===== src/rtl/core/sobel_edge_rgb_stream_macros.svh =====
// Assertion macros used by the edge detector controller.
// No dependencies.
`ifndef SOBEL_EDGE_RGB_STREAM_MACROS_SVH
`define SOBEL_EDGE_RGB_STREAM_MACROS_SVH
`define SER_ASSERT_IMP(lbl, clk, rst, a, b) \
  lbl: assert property (@(posedge clk) disable iff (rst) (a) |-> (b)) else $error("lbl");
`define SER_ASSERT_NXT(lbl, clk, rst, a, b) \
  lbl: assert property (@(posedge clk) disable iff (rst) (a) |=> (b)) else $error("lbl");
`endif


===== src/rtl/core/ser_pkg.sv =====
// Package for the RGB Sobel edge block: sizes, constants and shared types.
// No dependencies.
`default_nettype none
package ser_pkg;
  localparam int MaxWidthDef  = 1024;
  localparam int MaxHeightDef = 1024;
  localparam int CfgW   = 11;
  localparam int PixW   = 24;
  localparam int EdgeMax = 255;
  localparam logic [1:0] AddrWidth  = 2'd0;
  localparam logic [1:0] AddrHeight = 2'd1;

  typedef struct packed {
    logic load;
    logic shift;
    logic root_start;
    logic out_load;
  } ser_cmd_t;

  typedef struct packed {
    logic root_done;
    logic emit;
  } ser_sts_t;
endpackage
`default_nettype wire


===== src/rtl/core/ser_ctrl.sv =====
// Controller: sequences load, window shift, root iterations and output.
// Depends on ser_pkg and the assertion macro header.
`default_nettype none
`include "sobel_edge_rgb_stream_macros.svh"
module ser_ctrl (
  input  wire logic              clk,
  input  wire logic              rst,
  input  wire logic              in_valid,
  output logic                   in_stall,
  input  wire logic              drop,
  output logic                   out_valid,
  input  wire logic              out_stall,
  output ser_pkg::ser_cmd_t      cmd,
  input  wire ser_pkg::ser_sts_t sts
);
  typedef enum logic [2:0] {S_IDLE, S_READ, S_SHIFT, S_ROOT, S_OUT} state_t;
  state_t state;
  assign in_stall = state != S_IDLE;
  always_comb begin
    cmd = '0;
    cmd.load       = state == S_IDLE && in_valid && !in_stall && !drop;
    cmd.shift      = state == S_SHIFT;
    cmd.root_start = state == S_SHIFT;
    cmd.out_load   = state == S_OUT && !(out_valid && out_stall);
  end
  always_ff @(posedge clk) begin
    if (rst) begin
      state <= S_IDLE; out_valid <= 1'b0;
    end else begin
      if (cmd.out_load) out_valid <= sts.emit;
      else if (out_valid && !out_stall) out_valid <= 1'b0;
      case (state)
        S_IDLE:  if (cmd.load) state <= S_READ;
        S_READ:  state <= S_SHIFT;
        S_SHIFT: state <= S_ROOT;
        S_ROOT:  if (sts.root_done) state <= S_OUT;
        S_OUT:   if (cmd.out_load) state <= S_IDLE;
        default: state <= S_IDLE;
      endcase
    end
  end
  `SER_ASSERT_IMP(a_no_load_busy, clk, rst, state != S_IDLE, !cmd.load)
  `SER_ASSERT_NXT(a_read_shift, clk, rst, state == S_READ, state == S_SHIFT)
  `SER_ASSERT_NXT(a_out_hold, clk, rst, out_valid && out_stall, out_valid)
endmodule
`default_nettype wire


===== config.mk =====
export PLATFORM = sky130hd
export DESIGN_NAME = ser_ctrl
export DESIGN_NICKNAME = d
export VERILOG_FILES = /design/src/rtl/core/ser_pkg.sv /design/src/rtl/core/ser_ctrl.sv
export VERILOG_INCLUDE_DIRS = /design/src /design/src/rtl/core
export SDC_FILE = /design/constraint.sdc
export NUM_CORES = 1
export LEC_CHECK = 0
export ABC_AREA = 1
export BUFFER_PORTS_ARGS = -buffer_cell sky130_fd_sc_hd__buf_4
export CAP_MARGIN = 30
export CORE_AREA = 4 4 41 43
export CTS_CLUSTER_SIZE = 14
export DETAILED_ROUTE_END_ITERATION = 16
export DIE_AREA = 0 0 45 47
export PLACE_DENSITY_LB_ADDON = 0.2
export SYNTH_ARGS = -nofsm -noshare
export SYNTH_HDL_FRONTEND = slang
export SYNTH_SLANG_ARGS = --single-unit

===== constraint.sdc =====
create_clock -name clk -period 2.3 [get_ports clk]
set_input_delay 0.46 -clock clk [delete_from_list [all_inputs] [get_ports clk]]
set_output_delay 0.46 -clock clk [all_outputs]
set_load 0.01 [all_outputs]

==> results of run 1 <==
-- metal layers --
metal / GRT usage / up-vias
met1: 0.0612 / 120
met2: 0.107 / 6
met5: 0 / -
li1: - / 139
met4: 0.0702 / 0
met3: 0.0153 / 2
-- registers in the layout, indices dropped and copies added (netlist names) --
name / cells
out_valid: 1
state: 3
-- per-stage QoR --
stage                     hold slack [ns]  cell area, sq um  power (mW)  setup slack (ns)
after floorplan                     0.496               243       0.294             0.917
after global placement              0.474               344       0.387             0.822
after detailed placement            0.479               344       0.387             0.820
after CTS                           0.395               367       0.475             0.690
after global routing                0.402               367       0.516             0.590
final                               0.398               367       0.467             0.699
-- power groups by stage --
| stage | Sequential [mW] | Clock (mW) | Combinational [mW] |
|---|---|---|---|
| finish | 0.131 | 0.0870 | 0.250 |
| global route | 0.134 | 0.0912 | 0.290 |
| CTS | 0.131 | 0.0883 | 0.256 |
| detailed placement | 0.132 | 0 | 0.255 |
| global placement | 0.135 | 0 | 0.253 |
| floorplan | 0.128 | 0 | 0.166 |
-- cells by family (layout without fill, tap and decap cells) --
logic type,count (synthesis),after routing,synth area share
AND/OR/NAND/NOR,22,22,0.490
flip-flops,4,4,0.330
AO/OA/AOI/OAI,2,2,0.0412
buffers and inverters,8,22,0.139
-- worst max-delay path: cells and delay by family (launching register included) --
kind	cells	cell delay, ns
buffers and inverters	2	0.23
DFF	1	0.33
and+or+nand+nor	2	0.35
-- layout by cell type (no fill, tap or decap), drive strengths merged --
| cell type | synthesis | final |
|---|---|---|
| nand3 | 7 | 7 |
| dfxtp | 4 | 4 |
| inv | 7 | 7 |
| buf | 1 | 12 |
| nand2 | 5 | 5 |
| nor3 | 2 | 2 |
| clkbuf | 0 | 3 |
| nor2 | 8 | 8 |
| a21oi | 2 | 2 |
-- worst paths after layout --
check,start,endpoint,depth (start not counted)
max,state[0],cmd[0],4
min,rst,state[1],2
max reg2reg,state[2],state[2],5
min reg2reg,out_valid,out_valid,2
-- cell usage after synthesis, drive strengths merged --
cell,instances,area share
a21oi,2,0.041
nor2,8,0.14
nand3,7,0.21
nand2,5,0.098
nor3,2,0.041
inv,7,0.11
dfxtp,4,0.33
buf,1,0.031
-- final cells by class --
type,count,area [sq um],share of cell area
multi-input cells,24,129,0.352
repair buffers,12,90.1,0.246
flip-flops and latches,4,80.1,0.218
inverters,7,26.3,0.0717
clock buffers,3,22.5,0.0614
well taps,15,18.8,0.0512
==> flow_summary.ini, run 1 <==
[run_status]
outcome = complete, no violations

[sta]
fmax_mhz = 625
timing.final.crit_period_ns = 1.60
finClkSkew_ns = 0.00147
finalSetupTns_ns = 0
setup_violations = 0
tightestPinTransition_ns = 0.263
rsz0062_at_grt = false
drv_slew = 0
max_slew_margin = 0.824
final_hold_viol_count = 0
finalCritPeriodShare = 0.696

[clock_tree]
path_clk_slew_ns = 0.04
clock_sinks = 4
cts_resized = 0
cts.path.max_buffers = 2
cts-buffers-inserted = 3
hold_buffers = 0
insertion_delay_ns = 0.23
post_cts_buffers = 0
cts_tree = yes
h-tree-depth = 1
cts-root-buf = clkbuf_4

[die]
core-area_sq_um = 1300
die-width_microns = 45
ios = 13
die_h_microns = 47
num_rows = 13
initial_utilization = 0.187
design.die.area_sq_um = 2120

[place]
placed_cells = 62
portBuffers = 12
hpwl_microns = 500
gp_congestion = 0.706

[route]
ant_nets = 0
wl_met1_microns = 233
avgViaCountPerCell = 4.11
top_layer_used = met4
dr_wl_met2_microns = 309
drtIter0Drc = 4
drt_wl_total_microns = 576
drt_pass1_iterations = 2
wl_per_cell_microns = 8.86
route.met3.wl_microns = 22
vias = 267
drc = 0

[power_and_ir_drop]
p_leak_nw = 0.197
power_frac_seq = 0.280
power_switching_mw = 0.201
swShare = 0.429
p_int_mw = 0.267
p_clk_frac = 0.186
powerDensity_nw_per_um2 = 1280
p_comb_frac = 0.534
peakVddDrop_uv = 367

[setup_path]
crit_slowest_cell = dfxtp_1
cpPeakStageDelay_ns = 0.33
cp.arrival_ns = 1.14
r2r_slack_ns = 1.33
worstPathCellList = nor2_2 -> inv_1 -> nor3_1 -> buf_4
crit_fanout = 4
startpoint_type = register
worstSetupPathType = reg -> out
endpoint_kind = primary output
crit_required_ns = 1.84

[global_routing]
grt_max_degree = 7
grt_pass1_vias = 254
grt-ovfl-total = 0
groute.usage.overall = 0.0639
grt_pass1_wl_microns = 972
grt_antenna_before_repair = 0

[cells_and_area]
layout-drive-gt1-share = 0.460
antenna_cells = 0
utilization = 0.282
syn_to_final_growth_pct = 51.0
n_fill_cell = 160
stdcell_count = 65
layout.nets = 59

[yosys]
ys_ff_latch = 4
seq_area_frac_synth = 0.330
synth_cell_type_count = 12
syn_area_sq_um = 243
yosys_warnings = 0
syn_inst = 36
synth_nets = 43
syn_area_per_cell_sq_um = 6.74

[flow_run]
cap_violations = 0

[min_path]
hp-class = in -> reg
Power figures use the tool's default switching activity.
==> inputs of run 2 (changes only) <==
--- a/config.mk
+++ b/config.mk
@@ -6,7 +6,7 @@
 export SDC_FILE = /design/constraint.sdc
 export NUM_CORES = 1
 export LEC_CHECK = 0
-export ABC_AREA = 1
+export ABC_AREA = 0
 export BUFFER_PORTS_ARGS = -buffer_cell sky130_fd_sc_hd__buf_4
 export CAP_MARGIN = 30
 export CORE_AREA = 4 4 41 43
==> constraint.sdc (replaced) <==
create_clock -name clk -period 1.65 [get_ports clk]
set_input_delay 0.33 -clock clk [delete_from_list [all_inputs] [get_ports clk]]
set_output_delay 0.33 -clock clk [all_outputs]
set_load 0.01 [all_outputs]
==> run 2 against run 1 <==
Effect of this change:
- design area down 11%
- worst hold slack worse by 0.13 ns
- die area unchanged
- critical path depth down 1
- non-clock buffer count unchanged
- routed wire length up 0.17%
- flip-flop and latch count unchanged
- via count down 14%
- sequential share of layout area up 3.1 points
==> flow_summary.ini, run 2 <==
[cells_and_area]
final_common_cell = buf_4
largest_reg_flops = 3
mostFrequentLayoutCells = 12 x buf_4, 3 x nor2_1, 3 x clkbuf_4, 3 x dfxtp_1
reg_top3 = state: 3 flops, out_valid: 1 flops
layout.nets = 46
layout-drive-gt1-share = 0.459
stdcell_area_sq_um = 327
n_fill_cell = 159
syn_to_final_growth_pct = 62.1
antenna_cells = 0
top_register = state

[route]
wl_per_cell_microns = 11.1
avgViaCountPerCell = 4.40
drc = 0
drtIter0Drc = 2
ant_nets = 0
drt_wl_total_microns = 577
vias = 229
drt_pass1_iterations = 2

[clock_tree]
cts_tree = yes
cts-buffers-inserted = 3
hold_buffers = 0
path_clk_slew_ns = 0.04
h-tree-depth = 1
insertion_delay_ns = 0.24
cts.path.max_buffers = 2
clock_sinks = 4
cts-root-buf = clkbuf_4

[setup_path]
cp.arrival_ns = 1.23
r2r_start = state[2]
startpoint_type = register
crit_fanout = 8
rr_endpoint = state[2]
crit_required_ns = 1.32
r2r_slack_ns = 0.61
endpoint_kind = primary output
r2r_cells = 3
worstSetupPathType = reg -> out

[die]
core-area_sq_um = 1300
die-width_microns = 45
ios = 13
num_rows = 13
design.die.area_sq_um = 2120
initial_utilization = 0.155
die_h_microns = 47

[sta]
finClkSkew_ns = 0.00755
setup_violations = 0
tightestPinTransition_ns = 0.273
holdWs_ns = 0.270
timing.final.crit_period_ns = 1.56
final_hold_viol_count = 0
finalSetupTns_ns = 0
max_slew_margin = 0.818
rsz0062_at_grt = false
drv_slew = 0
finalCritPeriodShare = 0.946
worst_slack_ns = 0.0892
fmax_mhz = 641

[global_routing]
grtUsageMet3 = 0.0575
grt-ovfl-total = 0
grt_pass1_wl_microns = 890
grt-busiest-layer = met2
grt_util_met2 = 0.113
grt_antenna_before_repair = 0
grt_pass1_vias = 229
grt_util_met1 = 0.0523
groute.usage.overall = 0.0640
grt_max_degree = 9

[power_and_ir_drop]
powerDensity_nw_per_um2 = 908
p_leak_nw = 0.141
total_power_mw = 0.297
peakVddDrop_uv = 338

[yosys]
ys_ff_latch = 4
syn_inst = 23
yosysTopAreaCellShare = 0.398
synthSimpleGateAreaFrac = 0.385
synthMuxAreaShare = 0
seq_area_frac_synth = 0.398
synth_nets = 30
yosys.area_share.xor_xnor = 0
ys_top_cells_by_count = 4 x dfxtp_1, 3 x nor2_1, 2 x a211oi_1, 2 x nand2b_1, 2 x nor2b_1
synthAdderAreaFrac = 0
syn_area_per_cell_sq_um = 8.76
netlist_top_cells_area = dfxtp_1 40%, a211oi_1 7.5%, nand2b_1 6.2%
ys.flop_type = dfxtp_1
async_flop_share = 0
synth-edff-count = 0
synth_compound_area_frac = 0.180
yosys_warnings = 0
yosys.area.top_type = dfxtp_1
syn_area_sq_um = 201
synth_cell_type_count = 15
synth_most_common_cell = dfxtp_1
synth_top_family_by_area = simple AND/OR/NAND/NOR gates

[min_path]
hp-class = in -> reg
worstHoldPathCells = 2
min_from = rst
worst_hold_path.endpoint = state[2]

[flow_run]
cap_violations = 0

[place]
gp_congestion = 0.738
hpwl_microns = 457
place_area_sq_um = 303
post-place-ws_ns = 0.296
portBuffers = 12

[run_status]
outcome = complete, no violations
[run 2: final cells by class]
cell class	instances	area (sq um)	share of cell area
Multi-Input combinational cell	18	114	0.349
Timing Repair Buffer	12	90.1	0.276
Sequential cell	4	81.3	0.249
Clock buffer	3	22.5	0.0690
Tap cell	15	18.8	0.0575
[run 2: where the power goes]
group	total, mW	switching (mW)	internal, mW
Sequential	0.109	0.00670	0.103
Clock	0.124	0.0424	0.0815
Combinational	0.0634	0.0268	0.0366
Total	0.297	0.0759	0.221
[run 2: logic make-up (layout without fill, tap and decap cells)]
group / Yosys count / in the layout
AO/OA/AOI/OAI: 5 / 5
buffers and inverters: 1 / 15
AND/OR/NAND/NOR: 13 / 13
flip-flops: 4 / 4
[run 2: routing by layer]
metal | vias to the layer above | part of all wire
met2 | 7 | 0.53
met5 | - | 0
met4 | 0 | 0
met1 | 107 | 0.36
met3 | 0 | 0.10
li1 | 115 | -
[run 2: stage by stage]
step | utilization | std cells
final | 0.251 | 52
after global routing | 0.251 | 52
after CTS | 0.250 | 52
after detailed placement | 0.233 | 49
after global placement | 0.233 | 49
after floorplan | - | 23
[run 2: what timing repair did]
action | in CTS | in global routing
resized for setup | 0 | 1
setup endpoints to repair | 0 | 1
buffers inserted | 0 | 0
[run 2: worst max path at each step]
stage | start | to
after detailed placement | state[2] | cmd[3]
after floorplan | state[2] | cmd[3]
after CTS | state[2] | cmd[3]
after global routing | state[2] | cmd[3]
final | state[2] | cmd[3]
after global placement | state[2] | cmd[3]
[run 2: critical path, stage by stage, from the launching register on]
cell     delay, ns
dfxtp_2       0.35
or3_4         0.40
nor2b_1       0.11
buf_4         0.12
==> inputs of run 3 (changes only) <==
--- a/config.mk
+++ b/config.mk
@@ -7,12 +7,12 @@
 export NUM_CORES = 1
 export LEC_CHECK = 0
 export ABC_AREA = 0
-export BUFFER_PORTS_ARGS = -buffer_cell sky130_fd_sc_hd__buf_4
 export CAP_MARGIN = 30
 export CORE_AREA = 4 4 41 43
 export CTS_CLUSTER_SIZE = 14
 export DETAILED_ROUTE_END_ITERATION = 16
 export DIE_AREA = 0 0 45 47
+export DONT_BUFFER_PORTS = 1
 export PLACE_DENSITY_LB_ADDON = 0.2
 export SYNTH_ARGS = -nofsm -noshare
 export SYNTH_HDL_FRONTEND = slang
==> run 3 against run 2 <==
Effect of this change:
- fmax is 1.1% lower
- non-clock buffer count is 11 lower
- cell count is 21% lower
- utilization is 6.4 points lower
- critical path type unchanged
- largest power group unchanged
- highest routed layer is now met4
==> flow_summary.ini, run 3 (same netlist as run 2, synthesis figures left out) <==
[global_routing]
grt-ovfl-total = 0
grt_pass1_vias = 184
grt_max_degree = 9
grt_pass1_wl_microns = 690
grt_antenna_before_repair = 0
groute.usage.overall = 0.0545

[sta]
fmax_mhz = 634
finClkSkew_ns = 0.00104
final_hold_viol_count = 0
rsz0062_at_grt = false
finalCritPeriodShare = 0.956
timing.final.crit_period_ns = 1.58
finalSetupTns_ns = 0
max_slew_margin = 0.818
holdWs_ns = 0.172
drv_slew = 0
tightestPinTransition_ns = 0.274
setup_violations = 0

[die]
core-area_sq_um = 1300
ios = 13
design.die.area_sq_um = 2120
num_rows = 13
die-width_microns = 45
die_h_microns = 47
initial_utilization = 0.155

[cells_and_area]
antenna_cells = 0
stdcell_count = 41
layout-drive-gt1-share = 0.192
final_common_cell = dfxtp_1
utilization = 0.187
reg_top3 = state: 3 flops, out_valid: 1 flops
syn_to_final_growth_pct = 20.5
layout.nets = 35
largest_reg_flops = 3
top_register = state
mostFrequentLayoutCells = 4 x dfxtp_1, 3 x nor2_1, 3 x clkbuf_4

[run_status]
outcome = complete, no violations

[setup_path]
crit_fanout = 8
endpoint_kind = primary output
worstPathCellList = or3_4 -> nor2b_1
worstSetupPathType = reg -> out
cp.arrival_ns = 1.25
cpPeakStageDelay_ns = 0.44
crit_required_ns = 1.32
crit_slowest_cell = or3_4
startpoint_type = register

[clock_tree]
cts-root-buf = clkbuf_4
hold_buffers = 0
post_cts_buffers = 0
cts_tree = yes
path_clk_slew_ns = 0.03
h-tree-depth = 1
clock_sinks = 4
cts_resized = 0
cts-buffers-inserted = 3
insertion_delay_ns = 0.23
cts.path.max_buffers = 2

[power_and_ir_drop]
swShare = 0.234
p_leak_nw = 0.0848
power_frac_seq = 0.414
total_power_mw = 0.263
power_switching_mw = 0.0614
powerDensity_nw_per_um2 = 1080
p_clk_frac = 0.440
p_comb_frac = 0.146
peakVddDrop_uv = 345
p_int_mw = 0.201

[min_path]
hp-class = in -> reg

[route]
avgViaCountPerCell = 4.20
drt_pass1_iterations = 4
vias = 172
drc = 0
ant_nets = 0
drtIter0Drc = 1
drt_wl_total_microns = 439
wl_per_cell_microns = 10.7

[place]
placed_cells = 38
portBuffers = 0
gp_congestion = 0.711

[flow_run]
cap_violations = 0
-- run 3: cell types whose count changed in the layout (fill, tap and decap cells not counted), sizes merged --
cell and change:
buf -11
-- run 3: cell type report --
type / instances / area, sq um
Sequential cell: 4 / 80.1
Timing Repair Buffer: 1 / 7.51
Multi-Input combinational cell: 18 / 114
Fill cell: 152 / 1060
Clock buffer: 3 / 22.5
Tap cell: 15 / 18.8
-- run 3: worst max-delay path, delay by kind of cell, from the launching register on --
family / cells / cell delay [ns]
DFF: 1 / 0.36
and+or+nand+nor: 2 / 0.66
-- run 3: power by group through the flow --
stage               sequential [mW]  combinational, mW  clock [mW]
floorplan                     0.109             0.0349           0
detailed placement            0.110             0.0396           0
global route                  0.110             0.0443       0.129
finish                        0.109             0.0385       0.116
CTS                           0.109             0.0397       0.125
global placement              0.110             0.0406           0
-- run 3: layer usage --
metal	part of all wire	vias up	track usage
li1	-	91	-
met1	0.39	74	0.0454
met2	0.52	5	0.0791
met3	0.066	2	0.0115
met4	0.023	0	0.105
met5	0	-	0
-- run 3: path summary, 6_finish.rpt --
kind	startpoint	endpoint	slack, ns	cells past startpoint
max reg2reg	state[2]	state[2]	0.55	3
min reg2reg	state[1]	state[0]	0.53	2
max	state[2]	cmd[3]	0.07	2
min	rst	out_valid	0.17	1
-- run 3: stage by stage --
step	worst slack, ns	cell area, sq um
2_1_floorplan	0.356	201
3_3_place_gp	0.297	220
3_5_place_dp	0.310	220
4_1_cts	0.0597	243
5_1_grt	0.0139	243
6_report	0.0724	243
